$ cat config.mk
export PLATFORM = sky130hd
export DESIGN_NAME = bounded_integer_set_engine_top
export DESIGN_NICKNAME = d
export VERILOG_FILES = /design/src/rtl/bise_pkg.sv /design/src/rtl/bounded_integer_set_engine_top.sv
export VERILOG_INCLUDE_DIRS = /design/src /design/src/rtl
export SDC_FILE = /design/constraint.sdc
export NUM_CORES = 2
export LEC_CHECK = 0
export BUFFER_PORTS_ARGS = -buffer_cell sky130_fd_sc_hd__buf_2
export CAP_MARGIN = 30
export CORE_ASPECT_RATIO = 1.5
export CORE_UTILIZATION = 55
export CTS_BUF_LIST = sky130_fd_sc_hd__clkbuf_2 sky130_fd_sc_hd__clkbuf_4 sky130_fd_sc_hd__clkbuf_8
export CTS_CLUSTER_DIAMETER = 150
export DETAILED_ROUTE_END_ITERATION = 10
export HOLD_SLACK_MARGIN = 0.08
export PLACE_DENSITY_LB_ADDON = 0.05
export SYNTH_ARGS = -nofsm -noshare
export SYNTH_HDL_FRONTEND = slang
export SYNTH_SLANG_ARGS = --single-unit
$ cat constraint.sdc
create_clock -name aclk -period 5.1 [get_ports aclk]
set_input_delay 0.255 -clock aclk [delete_from_list [all_inputs] [get_ports aclk]]
set_output_delay 0.255 -clock aclk [all_outputs]
set_load 0.01 [all_outputs]
$ cat src/rtl/bounded_integer_set_engine_top_assert.svh
// Assertion macros for the bounded integer set engine.
// Used by bounded_integer_set_engine_top; expects aclk and aresetn in scope.
`ifndef BOUNDED_INTEGER_SET_ENGINE_TOP_ASSERT_SVH
`define BOUNDED_INTEGER_SET_ENGINE_TOP_ASSERT_SVH
`ifndef SYNTHESIS
`define BISE_ASSERT_ALWAYS(lbl, expr, msg) \
    lbl: assert property (@(posedge aclk) disable iff (!aresetn) (expr)) else $error(msg);
`define BISE_ASSERT_IMPLY(lbl, ante, cons, msg) \
    lbl: assert property (@(posedge aclk) disable iff (!aresetn) (ante) |-> (cons)) \
        else $error(msg);
`define BISE_ASSERT_NEXT(lbl, ante, cons, msg) \
    lbl: assert property (@(posedge aclk) disable iff (!aresetn) (ante) |=> (cons)) \
        else $error(msg);
`else
`define BISE_ASSERT_ALWAYS(lbl, expr, msg)
`define BISE_ASSERT_IMPLY(lbl, ante, cons, msg)
`define BISE_ASSERT_NEXT(lbl, ante, cons, msg)
`endif
`endif

$ cat src/rtl/bise_pkg.sv
// Shared types and constants of the bounded integer set engine.
// No dependencies.
`default_nettype none
package bise_pkg;
    localparam int SET_CAPACITY = 32;
    localparam int IDX_W        = $clog2(SET_CAPACITY);
    localparam int CNT_W        = $clog2(SET_CAPACITY + 1);
    localparam int ELEM_W       = 32;

    typedef enum logic [2:0] {
        ACT_INSERT  = 3'd0,
        ACT_DELETE  = 3'd1,
        ACT_QUERY   = 3'd2,
        ACT_CLEAR   = 3'd3,
        ACT_UNION   = 3'd4,
        ACT_ISECT   = 3'd5,
        ACT_DIFF    = 3'd6,
        ACT_SYMDIFF = 3'd7
    } action_t;

    typedef enum logic [2:0] {
        ST_OK        = 3'd0,
        ST_FULL      = 3'd1,
        ST_DUP       = 3'd2,
        ST_NOT_FOUND = 3'd3,
        ST_EMPTY     = 3'd4
    } status_t;

    typedef enum logic [3:0] {
        S_IDLE,
        S_DISPATCH,
        S_SRCH_RD,
        S_SRCH_CMP,
        S_SRCH_DONE,
        S_SHF_RD,
        S_SHF_WR,
        S_RESP,
        S_OUT_RD,
        S_OUT_LD,
        S_OUT_CHK,
        S_OUT_EMIT,
        S_PHASE_END,
        S_FINAL
    } state_t;
endpackage
`default_nettype wire

$ cat src/rtl/bounded_integer_set_engine_top.sv
// Bounded integer set engine: two insertion-ordered sets in RAM, one comparator.
// Insert, delete and query scan the target set entry by entry before the result word is
// registered; delete then moves each later entry down one place. Clear, and insert into a
// full set, skip the scan. Set operations scan the other set once per filtered element,
// with a second pass over B for union and symmetric difference.
// Throughput: one word at a time, s_tready high only when idle. Reset empties both sets.
`default_nettype none
`include "bounded_integer_set_engine_top_assert.svh"
module bounded_integer_set_engine_top (
    input  wire logic        aclk,
    input  wire logic        aresetn,
    input  wire logic        s_tvalid,
    output logic             s_tready,
    input  wire logic [31:0] s_tdata,   // [31:0] value
    input  wire logic [3:0]  s_tuser,   // [2:0] action, [3] which_set
    output logic             m_tvalid,
    input  wire logic        m_tready,
    output logic [39:0]      m_tdata,   // [31:0] element, [32] is_member, [35:33] status, pad
    output logic             m_tlast
);
    localparam int IW = bise_pkg::IDX_W;
    localparam int CW = bise_pkg::CNT_W;
    localparam logic [CW-1:0] CAP = CW'(bise_pkg::SET_CAPACITY);

    // Set storage
    logic [31:0] mem_a [bise_pkg::SET_CAPACITY];
    logic [31:0] mem_b [bise_pkg::SET_CAPACITY];
    logic [31:0] rd_a_reg, rd_b_reg;
    logic [IW-1:0] rd_addr, wr_addr;
    logic [31:0] wr_data;
    logic wr_en_a, wr_en_b;

    bise_pkg::state_t state_reg, state_next;
    bise_pkg::action_t act_reg, act_next;
    logic tgt_reg, tgt_next;
    logic srch_set_reg, srch_set_next;
    logic phase_reg, phase_next;
    logic found_reg, found_next;
    logic [31:0] key_reg, key_next;
    logic [31:0] val_reg, val_next;
    logic [CW-1:0] cnt_a_reg, cnt_a_next, cnt_b_reg, cnt_b_next;
    logic [CW-1:0] i_reg, i_next, j_reg, j_next;
    logic [CW-1:0] i_inc;
    bise_pkg::status_t rstat_reg, rstat_next;
    logic rmem_reg, rmem_next;
    logic pend_v_reg, pend_v_next;
    logic [31:0] pend_reg, pend_next;

    logic m_valid_reg, m_mem_reg, m_last_reg;
    logic [31:0] m_elem_reg;
    bise_pkg::status_t m_stat_reg;

    logic can_push, push, p_mem, p_last;
    logic [31:0] p_elem;
    bise_pkg::status_t p_stat;

    logic [CW-1:0] srch_cnt, src_cnt, tgt_cnt;
    logic [31:0] srch_q, src_q;
    logic filt, want_in, two_phase;

    assign i_inc    = i_reg + CW'(1);
    assign srch_cnt = srch_set_reg ? cnt_b_reg : cnt_a_reg;
    assign src_cnt  = phase_reg ? cnt_b_reg : cnt_a_reg;
    assign tgt_cnt  = tgt_reg ? cnt_b_reg : cnt_a_reg;
    assign srch_q   = srch_set_reg ? rd_b_reg : rd_a_reg;
    assign src_q    = phase_reg ? rd_b_reg : rd_a_reg;
    assign can_push = !m_valid_reg || m_tready;
    assign two_phase = (act_reg == bise_pkg::ACT_UNION) || (act_reg == bise_pkg::ACT_SYMDIFF);
    assign filt     = !((act_reg == bise_pkg::ACT_UNION) && !phase_reg);
    assign want_in  = (act_reg == bise_pkg::ACT_ISECT);

    // Write and read the set memories
    always_ff @(posedge aclk) begin
        if (wr_en_a) begin
            mem_a[wr_addr] <= wr_data;
        end
        if (wr_en_b) begin
            mem_b[wr_addr] <= wr_data;
        end
        rd_a_reg <= mem_a[rd_addr];
        rd_b_reg <= mem_b[rd_addr];
    end

    // Sequencer register
    always_ff @(posedge aclk) begin
        if (!aresetn) begin
            state_reg  <= bise_pkg::S_IDLE;
            cnt_a_reg  <= '0;
            cnt_b_reg  <= '0;
            pend_v_reg <= 1'b0;
        end else begin
            state_reg  <= state_next;
            cnt_a_reg  <= cnt_a_next;
            cnt_b_reg  <= cnt_b_next;
            pend_v_reg <= pend_v_next;
        end
        act_reg      <= act_next;
        tgt_reg      <= tgt_next;
        srch_set_reg <= srch_set_next;
        phase_reg    <= phase_next;
        found_reg    <= found_next;
        key_reg      <= key_next;
        val_reg      <= val_next;
        i_reg        <= i_next;
        j_reg        <= j_next;
        rstat_reg    <= rstat_next;
        rmem_reg     <= rmem_next;
        pend_reg     <= pend_next;
    end

    // Next state and datapath control
    always_comb begin
        state_next    = state_reg;
        act_next      = act_reg;
        tgt_next      = tgt_reg;
        srch_set_next = srch_set_reg;
        phase_next    = phase_reg;
        found_next    = found_reg;
        key_next      = key_reg;
        val_next      = val_reg;
        cnt_a_next    = cnt_a_reg;
        cnt_b_next    = cnt_b_reg;
        i_next        = i_reg;
        j_next        = j_reg;
        rstat_next    = rstat_reg;
        rmem_next     = rmem_reg;
        pend_v_next   = pend_v_reg;
        pend_next     = pend_reg;
        rd_addr       = i_reg[IW-1:0];
        wr_addr       = i_reg[IW-1:0];
        wr_data       = key_reg;
        wr_en_a       = 1'b0;
        wr_en_b       = 1'b0;
        push          = 1'b0;
        p_elem        = val_reg;
        p_mem         = 1'b0;
        p_stat        = bise_pkg::ST_OK;
        p_last        = 1'b1;
        s_tready      = 1'b0;
        case (state_reg)
            bise_pkg::S_IDLE: begin
                s_tready = 1'b1;
                if (s_tvalid) begin
                    act_next   = bise_pkg::action_t'(s_tuser[2:0]);
                    tgt_next   = s_tuser[3];
                    val_next   = s_tdata;
                    key_next   = s_tdata;
                    state_next = bise_pkg::S_DISPATCH;
                end
            end
            bise_pkg::S_DISPATCH: begin
                rmem_next     = 1'b0;
                rstat_next    = bise_pkg::ST_OK;
                srch_set_next = tgt_reg;
                j_next        = '0;
                found_next    = 1'b0;
                case (act_reg)
                    bise_pkg::ACT_INSERT: begin
                        if (tgt_cnt >= CAP) begin
                            rstat_next = bise_pkg::ST_FULL;
                            state_next = bise_pkg::S_RESP;
                        end else begin
                            state_next = bise_pkg::S_SRCH_RD;
                        end
                    end
                    bise_pkg::ACT_DELETE, bise_pkg::ACT_QUERY: begin
                        state_next = bise_pkg::S_SRCH_RD;
                    end
                    bise_pkg::ACT_CLEAR: begin
                        if (tgt_reg) begin
                            cnt_b_next = '0;
                        end else begin
                            cnt_a_next = '0;
                        end
                        state_next = bise_pkg::S_RESP;
                    end
                    default: begin
                        phase_next  = 1'b0;
                        i_next      = '0;
                        pend_v_next = 1'b0;
                        state_next  = bise_pkg::S_OUT_RD;
                    end
                endcase
            end
            // Scan the searched set for key, one entry at a time
            bise_pkg::S_SRCH_RD: begin
                rd_addr = j_reg[IW-1:0];
                if (j_reg >= srch_cnt) begin
                    found_next = 1'b0;
                    state_next = bise_pkg::S_SRCH_DONE;
                end else begin
                    state_next = bise_pkg::S_SRCH_CMP;
                end
            end
            bise_pkg::S_SRCH_CMP: begin
                if (srch_q == key_reg) begin
                    found_next = 1'b1;
                    state_next = bise_pkg::S_SRCH_DONE;
                end else begin
                    j_next     = j_reg + CW'(1);
                    state_next = bise_pkg::S_SRCH_RD;
                end
            end
            bise_pkg::S_SRCH_DONE: begin
                case (act_reg)
                    bise_pkg::ACT_INSERT: begin
                        if (found_reg) begin
                            rstat_next = bise_pkg::ST_DUP;
                        end else begin
                            wr_addr = tgt_cnt[IW-1:0];
                            wr_data = val_reg;
                            if (tgt_reg) begin
                                wr_en_b    = 1'b1;
                                cnt_b_next = cnt_b_reg + CW'(1);
                            end else begin
                                wr_en_a    = 1'b1;
                                cnt_a_next = cnt_a_reg + CW'(1);
                            end
                        end
                        state_next = bise_pkg::S_RESP;
                    end
                    bise_pkg::ACT_DELETE: begin
                        if (found_reg) begin
                            i_next     = j_reg;
                            state_next = bise_pkg::S_SHF_RD;
                        end else begin
                            rstat_next = bise_pkg::ST_NOT_FOUND;
                            state_next = bise_pkg::S_RESP;
                        end
                    end
                    bise_pkg::ACT_QUERY: begin
                        rmem_next  = found_reg;
                        state_next = bise_pkg::S_RESP;
                    end
                    default: begin
                        state_next = bise_pkg::S_OUT_CHK;
                    end
                endcase
            end
            // Close the gap left by a deleted entry
            bise_pkg::S_SHF_RD: begin
                rd_addr = i_inc[IW-1:0];
                if (i_inc >= srch_cnt) begin
                    if (srch_set_reg) begin
                        cnt_b_next = cnt_b_reg - CW'(1);
                    end else begin
                        cnt_a_next = cnt_a_reg - CW'(1);
                    end
                    state_next = bise_pkg::S_RESP;
                end else begin
                    state_next = bise_pkg::S_SHF_WR;
                end
            end
            bise_pkg::S_SHF_WR: begin
                wr_data    = srch_q;
                wr_en_a    = !srch_set_reg;
                wr_en_b    = srch_set_reg;
                i_next     = i_inc;
                state_next = bise_pkg::S_SHF_RD;
            end
            // Hand over the single result word
            bise_pkg::S_RESP: begin
                p_mem  = rmem_reg;
                p_stat = rstat_reg;
                if (can_push) begin
                    push       = 1'b1;
                    state_next = bise_pkg::S_IDLE;
                end
            end
            // Walk the source set of the current pass
            bise_pkg::S_OUT_RD: begin
                if (i_reg >= src_cnt) begin
                    state_next = bise_pkg::S_PHASE_END;
                end else begin
                    state_next = bise_pkg::S_OUT_LD;
                end
            end
            bise_pkg::S_OUT_LD: begin
                key_next = src_q;
                if (filt) begin
                    srch_set_next = !phase_reg;
                    j_next        = '0;
                    state_next    = bise_pkg::S_SRCH_RD;
                end else begin
                    state_next = bise_pkg::S_OUT_EMIT;
                end
            end
            bise_pkg::S_OUT_CHK: begin
                if (found_reg == want_in) begin
                    state_next = bise_pkg::S_OUT_EMIT;
                end else begin
                    i_next     = i_inc;
                    state_next = bise_pkg::S_OUT_RD;
                end
            end
            // Hold one element back so the final one can carry last
            bise_pkg::S_OUT_EMIT: begin
                p_elem = pend_reg;
                p_last = 1'b0;
                if (!pend_v_reg || can_push) begin
                    push        = pend_v_reg;
                    pend_next   = key_reg;
                    pend_v_next = 1'b1;
                    i_next      = i_inc;
                    state_next  = bise_pkg::S_OUT_RD;
                end
            end
            bise_pkg::S_PHASE_END: begin
                if (!phase_reg && two_phase) begin
                    phase_next = 1'b1;
                    i_next     = '0;
                    state_next = bise_pkg::S_OUT_RD;
                end else begin
                    state_next = bise_pkg::S_FINAL;
                end
            end
            bise_pkg::S_FINAL: begin
                p_elem = pend_v_reg ? pend_reg : '0;
                p_stat = pend_v_reg ? bise_pkg::ST_OK : bise_pkg::ST_EMPTY;
                if (can_push) begin
                    push        = 1'b1;
                    pend_v_next = 1'b0;
                    state_next  = bise_pkg::S_IDLE;
                end
            end
            default: begin
                state_next = bise_pkg::S_IDLE;
            end
        endcase
    end

    // Output register
    always_ff @(posedge aclk) begin
        if (!aresetn) begin
            m_valid_reg <= 1'b0;
        end else if (push) begin
            m_valid_reg <= 1'b1;
        end else if (m_tready) begin
            m_valid_reg <= 1'b0;
        end
        if (push) begin
            m_elem_reg <= p_elem;
            m_mem_reg  <= p_mem;
            m_stat_reg <= p_stat;
            m_last_reg <= p_last;
        end
    end

    assign m_tvalid = m_valid_reg;
    assign m_tdata  = {4'b0000, m_stat_reg, m_mem_reg, m_elem_reg};
    assign m_tlast  = m_last_reg;

    `BISE_ASSERT_ALWAYS(a_cnt_bound, (cnt_a_reg <= CAP) && (cnt_b_reg <= CAP), "set count over capacity")
    `BISE_ASSERT_IMPLY(a_empty_word, m_valid_reg && (m_stat_reg == bise_pkg::ST_EMPTY), m_last_reg && (m_elem_reg == 32'd0), "empty result word malformed")
    `BISE_ASSERT_NEXT(a_busy_after_take, s_tvalid && s_tready, !s_tready, "took a second word while busy")
    `BISE_ASSERT_IMPLY(a_member_only_query, m_valid_reg && m_mem_reg, m_last_reg && (m_stat_reg == bise_pkg::ST_OK), "membership flag on non-query word")
endmodule
`default_nettype wire

==> summary.md <==
| Metric | Value |
|---|---|
| Starting density of the core | `55.5%` |
| Ys flop type | `edfxtp_1` |
| Hold path depth | `4` |
| DIE AREA | `roughly 170000 sq um` |
| Wire per inst | `around 28 um` |
| Initial antenna violation count | `9` |
| CTS Buffer Depth | `4` |
| Synth Warn # | `0` |
| Crit Path Max Fanout | `44` |
| Largest family of logic cells by synthesized area | `simple AND/OR/NAND/NOR gates` |
| FMAX | `between 200 and 250 MHz` |
| Final wirelength | `273 mm` |
| CP max stage delay | `approximately 0.85 ns` |
| Adder-Cell Fraction of Synth Area | `0.432%` |
| Synth cell count leaders | `edfxtp_1, nand2_1, nand3_1` |
| Cell breakdown of the critical path | `ha_1, nand3_1, xnor2_1, o21ai_0, nand2b_4, buf_4, o22ai_1, a211oi_1, nand4_1` |
| Worst-path clk slew | `0.07 ns` |
| Die Y | `503 um` |
| Async S/R FF share, synth | `0%` |
| Pre-CTS setup slack | `approximately 1.1 ns` |
| PnR worst setup slack | `0.892 ns` |
| CTS tree | `built` |
| Setup TNS | `0 ns` |
| Final Critical Period | `4.21 ns` |
| Post-Synthesis Mean Instance Area | `roughly 13 sq um` |
| Root buf cell | `clkbuf_8` |
| Pwr/cell area | `642 nW/um^2` |
| Final Hold Fails | `0` |
| CTS Hold Bufs | `76` |
| Clock H-tree levels | `5` |
| IO buf count | `slightly below 80` |
| Tcrit/Tclk final | `82.5%` |
| Via density | `~6.2` |
| Clock Skew | `roughly 0.065 ns` |
| Synth area leaders | `edfxtp_1, nand2_1, nand3_1` |
| Drt pass-1 iters | `8` |
| GPL Wtd Cong | `0.855` |
| Fillers | `roughly 13000` |
| R2R depth | `9` |
| Dpl hpwl | `154 mm` |
| RSZ-0062 raised after global routing | `false` |
| Worst vdd ir | `between 0.5 and 0.6 mV` |
| Simple-Gate Fraction of Synth Area | `14.2%` |
| Die width | `336 um` |
| Post_cts resized | `0` |
| Most frequent cell after synthesis | `edfxtp_1` |
| Post-synth EDFFs | `2203` |
| Post-synthesis compound-gate area fraction | `between 6 and 7%` |
| Mapped Area | `92100 sq um` |
| Nets | `7301` |
| Residual DRC | `0` |
| Leak | `36.2 nW` |
| Routed Antenna Nets | `0` |
| Max cap viols | `0` |
| Sequential area share after synthesis | `between 70% and 80%` |
| Flops & latches, synth | `about 2300` |
| Final instance area | `104000 sq um` |
| Vias in the first global route | `between 50000 and 60000` |
| Worst setup SP type | `flip-flop` |
| Fin. max-slew vios | `0` |
| FP Rows | `about 180` |
| Yosys top cell area share | `71.8%` |
| Cell taking the most area after synthesis | `edfxtp_1` |
| Clock sink count | `2285` |
| Largest net degree at the start of global routing | `129` |
| Largest registers | `mem_a: 1024 flops, mem_b: 1024 flops` |
| Final setup vio count | `0` |
| Worst-Skew Late Latency | `1.06 ns` |
| Area growth syn-to-layout | `13.2%` |
| Critical Path Sink Type | `flip-flop` |
| Cts bufs inserted | `350` |
| Area after DPL | `~97000 sq um` |
| Overall Power | `~0.067 W` |
| Slew HR | `between 30% and 40%` |
| Hold crit path type | `in2reg` |
| XOR/XNOR Fraction of Synth Area | `less than 1%` |
| Share of layout cells above drive strength 1 | `between 10 and 15%` |
| # IOs | `83` |
| Run status | `complete, no violations` |
| Crit path kind | `reg2reg` |
| Slowest cell on the critical path | `nand2b_4` |
| Distinct cells, synth | `78` |
| Worst Path Required | `6.01 ns` |
| Syn Inst Count | `6937` |
| Post-CTS setup buffer count | `0` |
| Multiplexer area fraction after synthesis | `2.77%` |
| GRT Overall Usage | `32.4%` |
| Grt total ovfl | `0` |
| First-pass GRT wire length | `395 mm` |
| Via count | `about 60000` |
| WHS | `around 0.12 ns` |
| WP data arrival | `5.12 ns` |
| Worst slew pin tran | `1.04 ns` |
| Area of the core | `166000 sq um` |
| DR iter-0 viols | `6444` |
## layout make-up
cell class                      count  area, sq um  area share (%)
Inverter                           20         75.1          0.0720
Clock buffer                      514         6240            5.99
Timing Repair Buffer              402         3930            3.77
Tap cell                         2220         2780            2.66
Sequential cell                  2285        67800            65.0
Antenna cell                        5         12.5          0.0120
Multi-Input combinational cell   4173        22900            22.0
Clock inverter                    101          556           0.533
## layer usage
metal  share of wire [%]  wire, um  vias to the layer above  track usage [%]
li1                    -         -                    26400                -
met1                  38    103000                    30400             41.0
met2                  50    137000                     2916             55.1
met3                 7.7     21100                      654             5.10
met4                 4.6     12500                        6             14.1
met5               0.012        32                        -                0
## placed cells by master (no fill, tap or decap), drive strengths merged, types with 19 or more instances in the layout
master | synthesis | routed
edfxtp | 2203 | 2203
nand2 | 1831 | 1831
nand3 | 770 | 770
clkbuf | 263 | 514
buf | 199 | 326
a21oi | 278 | 278
mux2i | 147 | 147
nand4 | 146 | 146
nor2 | 141 | 141
a22o | 120 | 120
mux2 | 90 | 90
clkinv | 0 | 89
dfxtp | 82 | 82
dlygate4sd3 | 0 | 76
o21ai | 64 | 64
and3 | 51 | 51
a31oi | 50 | 50
o22ai | 50 | 50
a32oi | 46 | 46
a221oi | 46 | 46
a32o | 45 | 45
a211oi | 44 | 44
xnor2 | 43 | 43
a221o | 36 | 36
ha | 27 | 27
inv | 20 | 23
or4 | 19 | 19
## worst max-delay path: cells and delay by family (launching register included)
family | cells | cell delay (ns)
AOI/OAI and AO/OA | 3 | 1.16
xor gates and xnor gates | 1 | 0.31
buffers and inverters | 1 | 0.38
DFF | 1 | 0.71
adders and majority gates | 1 | 0.34
and+or+nand+nor | 3 | 1.10
## cell families (layout without fill, tap and decap cells)
logic type,count (synthesis),after routing
other,1,9
AND/OR/NAND/NOR,3023,3023
flip-flops,2285,2285
adder cells (fa/ha/maj),31,31
multiplexers,240,240
buffers and inverters,482,1037
AO/OA/AOI/OAI,824,824
XOR/XNOR,51,51
## worst paths after layout
path                   startpoint               endpoint  slack (ns)
max            i_reg[0]$_DFFE_PP_    rd_b_reg[7]$_DFF_P_        0.89
min                   s_tdata[23]  key_reg[23]$_DFFE_PP_        0.12
max reg2reg    i_reg[0]$_DFFE_PP_    rd_b_reg[7]$_DFF_P_        0.89
min reg2reg  key_reg[9]$_DFFE_PP_  pend_reg[9]$_DFFE_PP_        0.50
## per-stage QoR
step	utilization, %	cells
final	62.8	9720
after global routing	62.8	9717
after CTS	62.8	9714
after detailed placement	58.2	9023
after global placement	58.1	9010
after floorplan	-	6940
## where the power goes
part | switching [W] | total [W] | internal (W)
clock network | 0.00695 | 0.0150 | 0.00802
registers | 0.00106 | 0.0253 | 0.0242
logic | 0.0188 | 0.0267 | 0.00795
No activity file was read; power rests on OpenSTA's default activity.
